--- config.mk ---
export PLATFORM = sky130hd
export DESIGN_NAME = i2c_master_byte_sequencer_flat
export DESIGN_NICKNAME = d
export VERILOG_FILES = /design/src/hdl/i2cseq_pkg.sv /design/src/hdl/i2cseq_if.sv /design/src/hdl/i2c_master_byte_sequencer.sv /design/src/hdl/i2cseq_csr.sv /design/src/hdl/i2cseq_engine.sv /design/src/flat_wrapper.sv
export SDC_FILE = /design/constraint.sdc
export NUM_CORES = 1
export LEC_CHECK = 0
export BUFFER_PORTS_ARGS = -buffer_cell sky130_fd_sc_hd__buf_2
export CAP_MARGIN = 40
export CORE_UTILIZATION = 47
export DETAILED_ROUTE_END_ITERATION = 10
export PLACE_DENSITY = 0.83
export SLEW_MARGIN = 20
export SYNTH_ARGS = -nofsm -noshare
export SYNTH_HDL_FRONTEND = slang
export SYNTH_SLANG_ARGS = --single-unit
--- constraint.sdc ---
create_clock -name clock -period 3.08 [get_ports clock]
set_clock_uncertainty 0.15 [all_clocks]
set_input_delay 0.154 -clock clock [delete_from_list [all_inputs] [get_ports clock]]
set_output_delay 0.154 -clock clock [all_outputs]
set_load 0.1 [all_outputs]
--- src/hdl/i2cseq_pkg.sv ---
// Package with the shared types and constants of the I2C byte sequencer.
`timescale 1ns / 1ps

package i2cseq_pkg;

   typedef enum logic [2:0] {
      OP_NONE  = 3'd0,
      OP_START = 3'd1,
      OP_WRITE = 3'd2,
      OP_READ  = 3'd3,
      OP_STOP  = 3'd4
   } op_type;

   localparam int unsigned CsrAddrWidth = 3;
   localparam int unsigned CsrDataWidth = 32;
   localparam logic [6:0] TargetAddressReset = 7'd72;

   // Bit index codes beyond the data bits: acknowledge phase and start condition.
   localparam logic [3:0] IdxAck = 4'd8;
   localparam logic [3:0] IdxPre = 4'd9;

   localparam logic [1:0] PhaseA = 2'd0;
   localparam logic [1:0] PhaseB = 2'd1;
   localparam logic [1:0] PhaseC = 2'd2;
   localparam logic [1:0] PhaseD = 2'd3;

endpackage

--- src/hdl/i2cseq_if.sv ---
// Valid/ready channel interfaces for the tick items and the pin step results.
`timescale 1ns / 1ps

interface i2cseq_req_if;
   logic       valid;
   logic       ready;
   logic [2:0] operation;
   logic [7:0] data_byte;
   logic       read_direction;
   logic       last_read;
   logic       sda_in;

   modport source (output valid, operation, data_byte, read_direction, last_read, sda_in,
                   input ready);
   modport sink (input valid, operation, data_byte, read_direction, last_read, sda_in,
                 output ready);
endinterface

interface i2cseq_rsp_if;
   logic       valid;
   logic       ready;
   logic       scl_level;
   logic       sda_level;
   logic       busy_res;
   logic       done_res;
   logic       nack_seen;
   logic [7:0] received_byte;
   logic       rejected;

   modport source (output valid, scl_level, sda_level, busy_res, done_res, nack_seen,
                   received_byte, rejected, input ready);
   modport sink (input valid, scl_level, sda_level, busy_res, done_res, nack_seen,
                 received_byte, rejected, output ready);
endinterface

--- src/hdl/i2c_master_byte_sequencer.sv ---
// Top level of the single-master I2C byte sequencer.
//
//   channel   direction  handshake          contents
//   req_chan  in         valid/ready        operation, data_byte, read_direction,
//                                           last_read, sda_in
//   rsp_chan  out        valid/ready        scl_level, sda_level, busy_res, done_res,
//                                           nack_seen, received_byte, rejected
//   APB       in         psel/penable       target_address at byte address 0
//
// Each item passes through the input register and then the result register, and one item
// is accepted every cycle while the result is not stalled.
// The rate is set by the single pin step evaluated between the two registers.
// A stalled result holds the pipeline, and the input register keeps one item meanwhile.
// Synchronous reset idles the sequencer with both lines released.
`timescale 1ns / 1ps

module i2c_master_byte_sequencer
   import i2cseq_pkg::*;
(
   input  logic                    clock,
   input  logic                    reset,
   i2cseq_req_if.sink              req_chan,
   i2cseq_rsp_if.source            rsp_chan,
   input  logic                    psel,
   input  logic                    penable,
   input  logic                    pwrite,
   input  logic [CsrAddrWidth-1:0] paddr,
   input  logic [CsrDataWidth-1:0] pwdata,
   output logic [CsrDataWidth-1:0] prdata,
   output logic                    pready
);

   logic [6:0] target_address;

   i2cseq_csr u_csr (
      .clock          (clock),
      .reset          (reset),
      .psel           (psel),
      .penable        (penable),
      .pwrite         (pwrite),
      .paddr          (paddr),
      .pwdata         (pwdata),
      .prdata         (prdata),
      .pready         (pready),
      .target_address (target_address)
   );

   i2cseq_engine u_engine (
      .clock          (clock),
      .reset          (reset),
      .target_address (target_address),
      .req_chan       (req_chan),
      .rsp_chan       (rsp_chan)
   );

endmodule

--- src/hdl/i2cseq_csr.sv ---
// APB register block holding the target address.
`timescale 1ns / 1ps

module i2cseq_csr
   import i2cseq_pkg::*;
(
   input  logic                    clock,
   input  logic                    reset,
   input  logic                    psel,
   input  logic                    penable,
   input  logic                    pwrite,
   input  logic [CsrAddrWidth-1:0] paddr,
   input  logic [CsrDataWidth-1:0] pwdata,
   output logic [CsrDataWidth-1:0] prdata,
   output logic                    pready,
   output logic [6:0]              target_address
);

   logic [6:0] target_address_ff;
   logic [6:0] target_address_in;
   logic       addr_hit;

   assign addr_hit = (paddr[CsrAddrWidth-1:2] == '0);
   assign pready = 1'b1;

   always_comb begin
      target_address_in = target_address_ff;
      if (psel && penable && pwrite && addr_hit) begin
         target_address_in = pwdata[6:0];
      end
   end

   always_ff @(posedge clock) begin
      if (reset) begin
         target_address_ff <= TargetAddressReset;
      end else begin
         target_address_ff <= target_address_in;
      end
   end

   assign prdata = addr_hit ? {{(CsrDataWidth-7){1'b0}}, target_address_ff} : '0;
   assign target_address = target_address_ff;

endmodule

--- src/hdl/i2cseq_engine.sv ---
// Tick pipeline: input register, one pin step of the bus sequencer, result register.
`timescale 1ns / 1ps

module i2cseq_engine
   import i2cseq_pkg::*;
(
   input  logic       clock,
   input  logic       reset,
   input  logic [6:0] target_address,
   i2cseq_req_if.sink   req_chan,
   i2cseq_rsp_if.source rsp_chan
);

   // Input register.
   logic       in_valid_ff;
   logic [2:0] in_op_ff;
   logic [7:0] in_data_ff;
   logic       in_dir_ff;
   logic       in_last_ff;
   logic       in_sda_ff;
   logic       advance;

   // Sequencer state.
   op_type     cmd_ff, cmd_in;
   logic [1:0] phase_ff, phase_in;
   logic [3:0] bit_ff, bit_in;
   logic [7:0] shift_ff, shift_in;
   logic [7:0] read_ff, read_in;
   logic       ack_ff, ack_in;
   logic       scl_ff, scl_in;
   logic       sda_ff, sda_in;
   logic       nack_rd_ff, nack_rd_in;

   // Result register.
   logic       out_valid_ff;
   logic       out_done_ff;
   logic       out_rej_ff;
   logic       rej;
   logic       fin;
   logic       run;
   logic       op_ok;

   assign advance = in_valid_ff && (!out_valid_ff || rsp_chan.ready);
   assign req_chan.ready = !in_valid_ff || advance;

   always_ff @(posedge clock) begin
      if (reset) begin
         in_valid_ff <= 1'b0;
      end else if (req_chan.ready) begin
         in_valid_ff <= req_chan.valid;
      end
   end

   always_ff @(posedge clock) begin
      if (req_chan.ready && req_chan.valid) begin
         in_op_ff   <= req_chan.operation;
         in_data_ff <= req_chan.data_byte;
         in_dir_ff  <= req_chan.read_direction;
         in_last_ff <= req_chan.last_read;
         in_sda_ff  <= req_chan.sda_in;
      end
   end

   assign op_ok = (in_op_ff == OP_START) || (in_op_ff == OP_WRITE) ||
                  (in_op_ff == OP_READ) || (in_op_ff == OP_STOP);

   always_comb begin
      cmd_in     = cmd_ff;
      phase_in   = phase_ff;
      bit_in     = bit_ff;
      shift_in   = shift_ff;
      read_in    = read_ff;
      ack_in     = ack_ff;
      scl_in     = scl_ff;
      sda_in     = sda_ff;
      nack_rd_in = nack_rd_ff;
      rej        = 1'b0;
      fin        = 1'b0;
      run        = 1'b0;

      // A new command is loaded only while idle; its first step runs on the same tick.
      if (cmd_ff != OP_NONE) begin
         rej = op_ok;
         run = 1'b1;
      end else if (op_ok) begin
         run      = 1'b1;
         cmd_in   = op_type'(in_op_ff);
         phase_in = PhaseA;
         unique case (cmd_in)
            OP_START: begin
               bit_in   = IdxPre;
               shift_in = {target_address, in_dir_ff};
            end
            OP_WRITE: begin
               bit_in   = 4'd7;
               shift_in = in_data_ff;
            end
            OP_READ: begin
               bit_in     = 4'd7;
               shift_in   = 8'd0;
               nack_rd_in = in_last_ff;
            end
            default: begin
               bit_in = 4'd0;
            end
         endcase
      end

      if (run) begin
         priority if (cmd_in == OP_STOP) begin
            if (phase_in == PhaseA) begin
               scl_in   = 1'b1;
               phase_in = PhaseB;
            end else begin
               sda_in = 1'b1;
               fin    = 1'b1;
            end
         end else if (bit_in == IdxPre) begin
            if (phase_in == PhaseA) begin
               sda_in   = 1'b0;
               phase_in = PhaseB;
            end else begin
               scl_in   = 1'b0;
               bit_in   = 4'd7;
               phase_in = PhaseA;
            end
         end else if (bit_in <= 4'd7) begin
            if (phase_in == PhaseA) begin
               sda_in   = (cmd_in == OP_READ) ? 1'b1 : shift_in[bit_in[2:0]];
               phase_in = PhaseB;
            end else if (phase_in == PhaseB) begin
               scl_in = 1'b1;
               if (cmd_in == OP_READ) begin
                  shift_in[bit_in[2:0]] = shift_in[bit_in[2:0]] | in_sda_ff;
               end
               phase_in = PhaseC;
            end else begin
               scl_in   = 1'b0;
               bit_in   = (bit_in == 4'd0) ? IdxAck : bit_in - 4'd1;
               phase_in = PhaseA;
            end
         end else if (cmd_in == OP_READ) begin
            unique case (phase_in)
               PhaseA: begin
                  sda_in   = nack_rd_in;
                  phase_in = PhaseB;
               end
               PhaseB: begin
                  scl_in   = 1'b1;
                  phase_in = PhaseC;
               end
               PhaseC: begin
                  scl_in   = 1'b0;
                  phase_in = PhaseD;
               end
               default: begin
                  sda_in  = 1'b1;
                  read_in = shift_in;
                  fin     = 1'b1;
               end
            endcase
         end else begin
            priority if (phase_in == PhaseA) begin
               sda_in   = 1'b1;
               phase_in = PhaseB;
            end else if (phase_in == PhaseB) begin
               scl_in   = 1'b1;
               ack_in   = in_sda_ff;
               phase_in = PhaseC;
            end else if (phase_in == PhaseC && cmd_in == OP_WRITE) begin
               if (!ack_in) begin
                  sda_in = 1'b0;
               end
               phase_in = PhaseD;
            end else begin
               scl_in = 1'b0;
               fin    = 1'b1;
            end
         end

         if (fin) begin
            cmd_in   = OP_NONE;
            phase_in = PhaseA;
            bit_in   = 4'd0;
         end
      end
   end

   always_ff @(posedge clock) begin
      if (reset) begin
         cmd_ff     <= OP_NONE;
         phase_ff   <= PhaseA;
         bit_ff     <= 4'd0;
         shift_ff   <= 8'd0;
         read_ff    <= 8'd0;
         ack_ff     <= 1'b0;
         scl_ff     <= 1'b1;
         sda_ff     <= 1'b1;
         nack_rd_ff <= 1'b0;
      end else if (advance) begin
         cmd_ff     <= cmd_in;
         phase_ff   <= phase_in;
         bit_ff     <= bit_in;
         shift_ff   <= shift_in;
         read_ff    <= read_in;
         ack_ff     <= ack_in;
         scl_ff     <= scl_in;
         sda_ff     <= sda_in;
         nack_rd_ff <= nack_rd_in;
      end
   end

   always_ff @(posedge clock) begin
      if (reset) begin
         out_valid_ff <= 1'b0;
      end else if (advance) begin
         out_valid_ff <= 1'b1;
      end else if (rsp_chan.ready) begin
         out_valid_ff <= 1'b0;
      end
   end

   always_ff @(posedge clock) begin
      if (advance) begin
         out_done_ff <= fin;
         out_rej_ff  <= rej;
      end
   end

   // Pin levels, busy, acknowledge and received byte are read straight from the state.
   assign rsp_chan.valid         = out_valid_ff;
   assign rsp_chan.scl_level     = scl_ff;
   assign rsp_chan.sda_level     = sda_ff;
   assign rsp_chan.busy_res      = (cmd_ff != OP_NONE);
   assign rsp_chan.done_res      = out_done_ff;
   assign rsp_chan.nack_seen     = ack_ff;
   assign rsp_chan.received_byte = read_ff;
   assign rsp_chan.rejected      = out_rej_ff;

   // An idle sequencer holds its counters at zero.
   a_idle_clear: assert property (@(posedge clock) disable iff (reset)
      (cmd_ff == OP_NONE) |-> (bit_ff == 4'd0 && phase_ff == PhaseA))
      else $error("idle sequencer with nonzero step counters");

   a_bit_range: assert property (@(posedge clock) disable iff (reset)
      bit_ff <= IdxPre)
      else $error("bit index out of range");

   a_done_idle: assert property (@(posedge clock) disable iff (reset)
      (out_valid_ff && out_done_ff) |-> (cmd_ff == OP_NONE))
      else $error("done reported while still busy");

   a_advance_result: assert property (@(posedge clock) disable iff (reset)
      advance |=> out_valid_ff)
      else $error("stepped item produced no result");

   a_stop_phase: assert property (@(posedge clock) disable iff (reset)
      (cmd_ff == OP_STOP) |-> (phase_ff == PhaseB))
      else $error("stop command in unexpected phase");

endmodule

--- src/flat_wrapper.sv ---
// flat-port wrapper written by rule: the top's interface ports become plain ports
module i2c_master_byte_sequencer_flat import i2cseq_pkg::*;
  (clock, reset, psel, penable, pwrite, paddr, pwdata, prdata, pready, req_chan_valid, req_chan_operation, req_chan_data_byte, req_chan_read_direction, req_chan_last_read, req_chan_sda_in, req_chan_ready, rsp_chan_valid, rsp_chan_scl_level, rsp_chan_sda_level, rsp_chan_busy_res, rsp_chan_done_res, rsp_chan_nack_seen, rsp_chan_received_byte, rsp_chan_rejected, rsp_chan_ready);
  i2cseq_req_if req_chan_i ();
  i2cseq_rsp_if rsp_chan_i ();
  input  logic clock;
  input  logic reset;
  input  logic psel;
  input  logic penable;
  input  logic pwrite;
  input  logic [CsrAddrWidth-1:0] paddr;
  input  logic [CsrDataWidth-1:0] pwdata;
  output logic [CsrDataWidth-1:0] prdata;
  output logic pready;
  input wire logic [$bits(req_chan_i.valid)-1:0] req_chan_valid;
  input wire logic [$bits(req_chan_i.operation)-1:0] req_chan_operation;
  input wire logic [$bits(req_chan_i.data_byte)-1:0] req_chan_data_byte;
  input wire logic [$bits(req_chan_i.read_direction)-1:0] req_chan_read_direction;
  input wire logic [$bits(req_chan_i.last_read)-1:0] req_chan_last_read;
  input wire logic [$bits(req_chan_i.sda_in)-1:0] req_chan_sda_in;
  output wire logic [$bits(req_chan_i.ready)-1:0] req_chan_ready;
  output wire logic [$bits(rsp_chan_i.valid)-1:0] rsp_chan_valid;
  output wire logic [$bits(rsp_chan_i.scl_level)-1:0] rsp_chan_scl_level;
  output wire logic [$bits(rsp_chan_i.sda_level)-1:0] rsp_chan_sda_level;
  output wire logic [$bits(rsp_chan_i.busy_res)-1:0] rsp_chan_busy_res;
  output wire logic [$bits(rsp_chan_i.done_res)-1:0] rsp_chan_done_res;
  output wire logic [$bits(rsp_chan_i.nack_seen)-1:0] rsp_chan_nack_seen;
  output wire logic [$bits(rsp_chan_i.received_byte)-1:0] rsp_chan_received_byte;
  output wire logic [$bits(rsp_chan_i.rejected)-1:0] rsp_chan_rejected;
  input wire logic [$bits(rsp_chan_i.ready)-1:0] rsp_chan_ready;
  assign req_chan_i.valid = req_chan_valid;
  assign req_chan_i.operation = req_chan_operation;
  assign req_chan_i.data_byte = req_chan_data_byte;
  assign req_chan_i.read_direction = req_chan_read_direction;
  assign req_chan_i.last_read = req_chan_last_read;
  assign req_chan_i.sda_in = req_chan_sda_in;
  assign req_chan_ready = req_chan_i.ready;
  assign rsp_chan_valid = rsp_chan_i.valid;
  assign rsp_chan_scl_level = rsp_chan_i.scl_level;
  assign rsp_chan_sda_level = rsp_chan_i.sda_level;
  assign rsp_chan_busy_res = rsp_chan_i.busy_res;
  assign rsp_chan_done_res = rsp_chan_i.done_res;
  assign rsp_chan_nack_seen = rsp_chan_i.nack_seen;
  assign rsp_chan_received_byte = rsp_chan_i.received_byte;
  assign rsp_chan_rejected = rsp_chan_i.rejected;
  assign rsp_chan_i.ready = rsp_chan_ready;
  i2c_master_byte_sequencer u_core (.clock(clock), .reset(reset), .req_chan(req_chan_i), .rsp_chan(rsp_chan_i), .psel(psel), .penable(penable), .pwrite(pwrite), .paddr(paddr), .pwdata(pwdata), .prdata(prdata), .pready(pready));
endmodule
==> metrics.yaml <==
status:
  outcome: "complete, no violations"
logic_synthesis:
  synth.top_cells.by_count: "53 x nor2_1, 38 x dfxtp_1, 30 x a21oi_1"
  avgSynthCellArea_um2: 8.700
  synth_top_area_cell: "dfxtp_1"
  synth-edff-count: 16
  synth_warnings: 0
  synth-seq-area-share_pct: 35.23
  synth_cell_types: 76
  ys.flop_type: "dfxtp_1"
  syn_inst: 405
  async_flop_share_pct: 0
  ys_top_cells_by_area: "dfxtp_1 22%, edfxtp_1 14%, buf_4 6.2%, nor2_1 5.6%, a21oi_1 4.3%"
  yosys_register_bits: 54
  synth_top_area_share_pct: 21.59
  syn_area_mm2: 0.003523
  yosysMostFrequentCell: "nor2_1"
route:
  drc: 0
  postRouteAntennaNets: 0
  dr.first_iter.drc_count: 252
  finalWirelength_mm: 9.237
  routed-via-count: 3335
  wl_per_cell_um: 15.90
  first_pass_iters: 5
  detail_route.vias_per_cell: 5.740
floorplanning:
  dieHeight_um: 88.58
  start_util_pct: 48.58
  num_io_pins: 105
  coreArea_mm2: 0.007253
  die-area_mm2: 0.007846
  dieWidth_um: 88.58
  rows: 31
global_route:
  antenna_found_initial: 0
  grt_pass1_wl_mm: 14.43
  grt_max_degree: 40
  grt_overflow: 0
  grt_pass1_vias: 3034
  grt_usage_pct: 24.06
cells_and_area:
  fillers: 646
  drive_gt1_share_pct: 22.82
  finalNetCount: 542
  antennaDiodeCount: 0
  stdcell_count: 581
  stdcell_area_mm2: 0.004190
  fin_util_pct: 57.77
  areaGrowthSynthToFinish_pct: 18.93
placed_design:
  postPlaceCellArea_mm2: 0.003852
  portBuffers: 51
  dp_hpwl_mm: 6.406
  placed_cells: 553
  place.gp.congestion: 0.9412
timing:
  final-max-slew-violation-count: 0
  clock.fmax_ghz: 0.3443
  setup_tns_ps: 0
  report.final.setup_viol: 0
  rsz0062_at_grt: "no"
  min_period_ps: 2904
  hold_viol: 0
  whs_ps: 23.97
  fin_crit_sh_pct: 94.30
  max_slew_margin_pct: 51.39
  worst_pin_slew_ps: 729.1
clock_network:
  clockRootBuffer: "clkbuf_8"
  htreeDepth: 2
  cts_tree: "done"
  clock_path_buffers: 2
  post_cts_buffers: 0
  cts_inserted_buffers: 5
  clkSinkCount: 54
  clkTransAtPathRegs_ps: 110
  clkLatencyLatePin_ps: 320
power:
  power_frac_seq_pct: 43.6
  clkPwrFrac_pct: 27.9
  swShare_pct: 36.03
  p_leak_nw: 1.703
  peakVddDrop_mv: 0.4042
  comb_power_share_pct: 28.5
  powerDensity_mw_per_mm2: 426.3
  p_sw_mw: 0.6435
  internal_power_mw: 1.143
critical_path:
  crit_arrival_ps: 3000
  critPathLaunchType: "register"
  criticalPathCategory: "register to register"
  cp-end-kind: "register"
  cp_max_fo: 6
  cp.required_ps: 3170
flow_run:
  cap_violations: 0
min_path:
  min_path_type: "input port to register"
[area by class of cell]
type	instances	area, µm²	area share [%]
Clock buffer	5	68.82	1.642
Clock inverter	3	47.55	1.135
Inverter	10	37.54	0.8958
Multi-Input combinational cell	313	2021	48.22
Sequential cell	54	1241	29.62
Tap cell	99	123.9	2.956
Timing Repair Buffer	97	650.6	15.53
[cells in the final DEF, fill, tap and decap left out, drive strengths merged, types with 14 or more instances in the layout]
cell type / synthesis / layout
a21oi: 32 / 32
buf: 41 / 77
conb: 2 / 26
dfxtp: 38 / 38
dlygate4sd3: 0 / 20
edfxtp: 16 / 16
nand2: 16 / 16
nor2: 55 / 55
nor2b: 14 / 14
o21ai: 16 / 16
[metal layers]
layer,global-route usage [%],share of wire (%),wire length [µm]
met1,29.90,41,3742
met2,40.56,49,4540
met3,5.317,7.9,729
met4,9.677,2.4,225
met5,0,0,0
[state kept, by name (all words and copies together) (netlist names)]
name                                    cells
u_core.u_engine.in_sda_ff                   1
u_core.u_engine.rsp_chan.rejected           1
u_core.u_engine.rsp_chan.done_res           1
u_core.u_engine.rsp_chan.valid              1
u_core.u_csr.target_address                 7
u_core.u_engine.in_data_ff                  8
u_core.u_engine.cmd_ff                      3
u_core.u_engine.in_last_ff                  1
u_core.u_engine.rsp_chan.scl_level          1
u_core.u_engine.phase_ff                    2
u_core.u_engine.in_valid_ff                 1
u_core.u_engine.in_op_ff                    3
u_core.u_engine.in_dir_ff                   1
u_core.u_engine.bit_ff                      4
u_core.u_engine.nack_rd_ff                  1
u_core.u_engine.rsp_chan.sda_level          1
u_core.u_engine.rsp_chan.nack_seen          1
u_core.u_engine.shift_ff                    8
u_core.u_engine.rsp_chan.received_byte      8
[critical path, stage by stage (launching register included)]
cell,delay (ps)
edfxtp_1,470
o21a_1,270
or3_1,400
nand2_2,150
ha_1,290
nor2_1,90
a32oi_1,210
o22ai_2,150
or4_1,530
a21oi_1,130
[path summary, 6_finish.rpt]
check,depth (start not counted),end,startpoint,slack [ps]
setup / recovery,9,u_core.u_engine.bit_ff[3]$_SDFFE_PP0P_,u_core.u_engine.in_op_ff[1]$_DFFE_PP_,180
setup reg to reg,9,u_core.u_engine.bit_ff[3]$_SDFFE_PP0P_,u_core.u_engine.in_op_ff[1]$_DFFE_PP_,180
hold / removal,4,u_core.u_csr.target_address[6]$_SDFFE_PP1P_,pwdata[6],20
hold reg to reg,2,u_core.u_engine.phase_ff[0]$_SDFFE_PP0P_,u_core.u_engine.phase_ff[0]$_SDFFE_PP0P_,350
[what timing repair did]
action | 4_1_cts | 5_1_grt
endpoints found under the hold margin | 20 | 0
hold buffers | 20 | 0
endpoints found under the setup margin | 0 | 8
resized for setup | 0 | 4
[cells by family after synthesis]
group                      after synthesis  share of synthesized area [%]
AOI/OAI and AO/OA                      121                          24.57
xor gates and xnor gates                 1                         0.2486
adders and majority gates                5                          1.776
buffers and inverters                   62                          10.58
DFF                                     54                          35.23
muxes                                   13                          3.729
other                                    2                         0.2131
and+or+nand+nor                        147                          23.65
[power groups by stage]
stage,clock (mW),combinational (mW),sequential [mW]
floorplan,0,0.390,0.808
global placement,0,0.471,0.792
detailed placement,0,0.477,0.793
CTS,0.498,0.497,0.777
global route,0.541,0.537,0.781
finish,0.499,0.509,0.778
[through the flow]
stage | worst slack (ps) | power (mW)
2_1_floorplan | 40.35 | 1.197
3_3_place_gp | 197.2 | 1.263
3_5_place_dp | 120.8 | 1.270
4_1_cts | 74.74 | 1.772
5_1_grt | 27.27 | 1.859
6_report | 175.6 | 1.786
No activity file was read; power rests on OpenSTA's default activity.
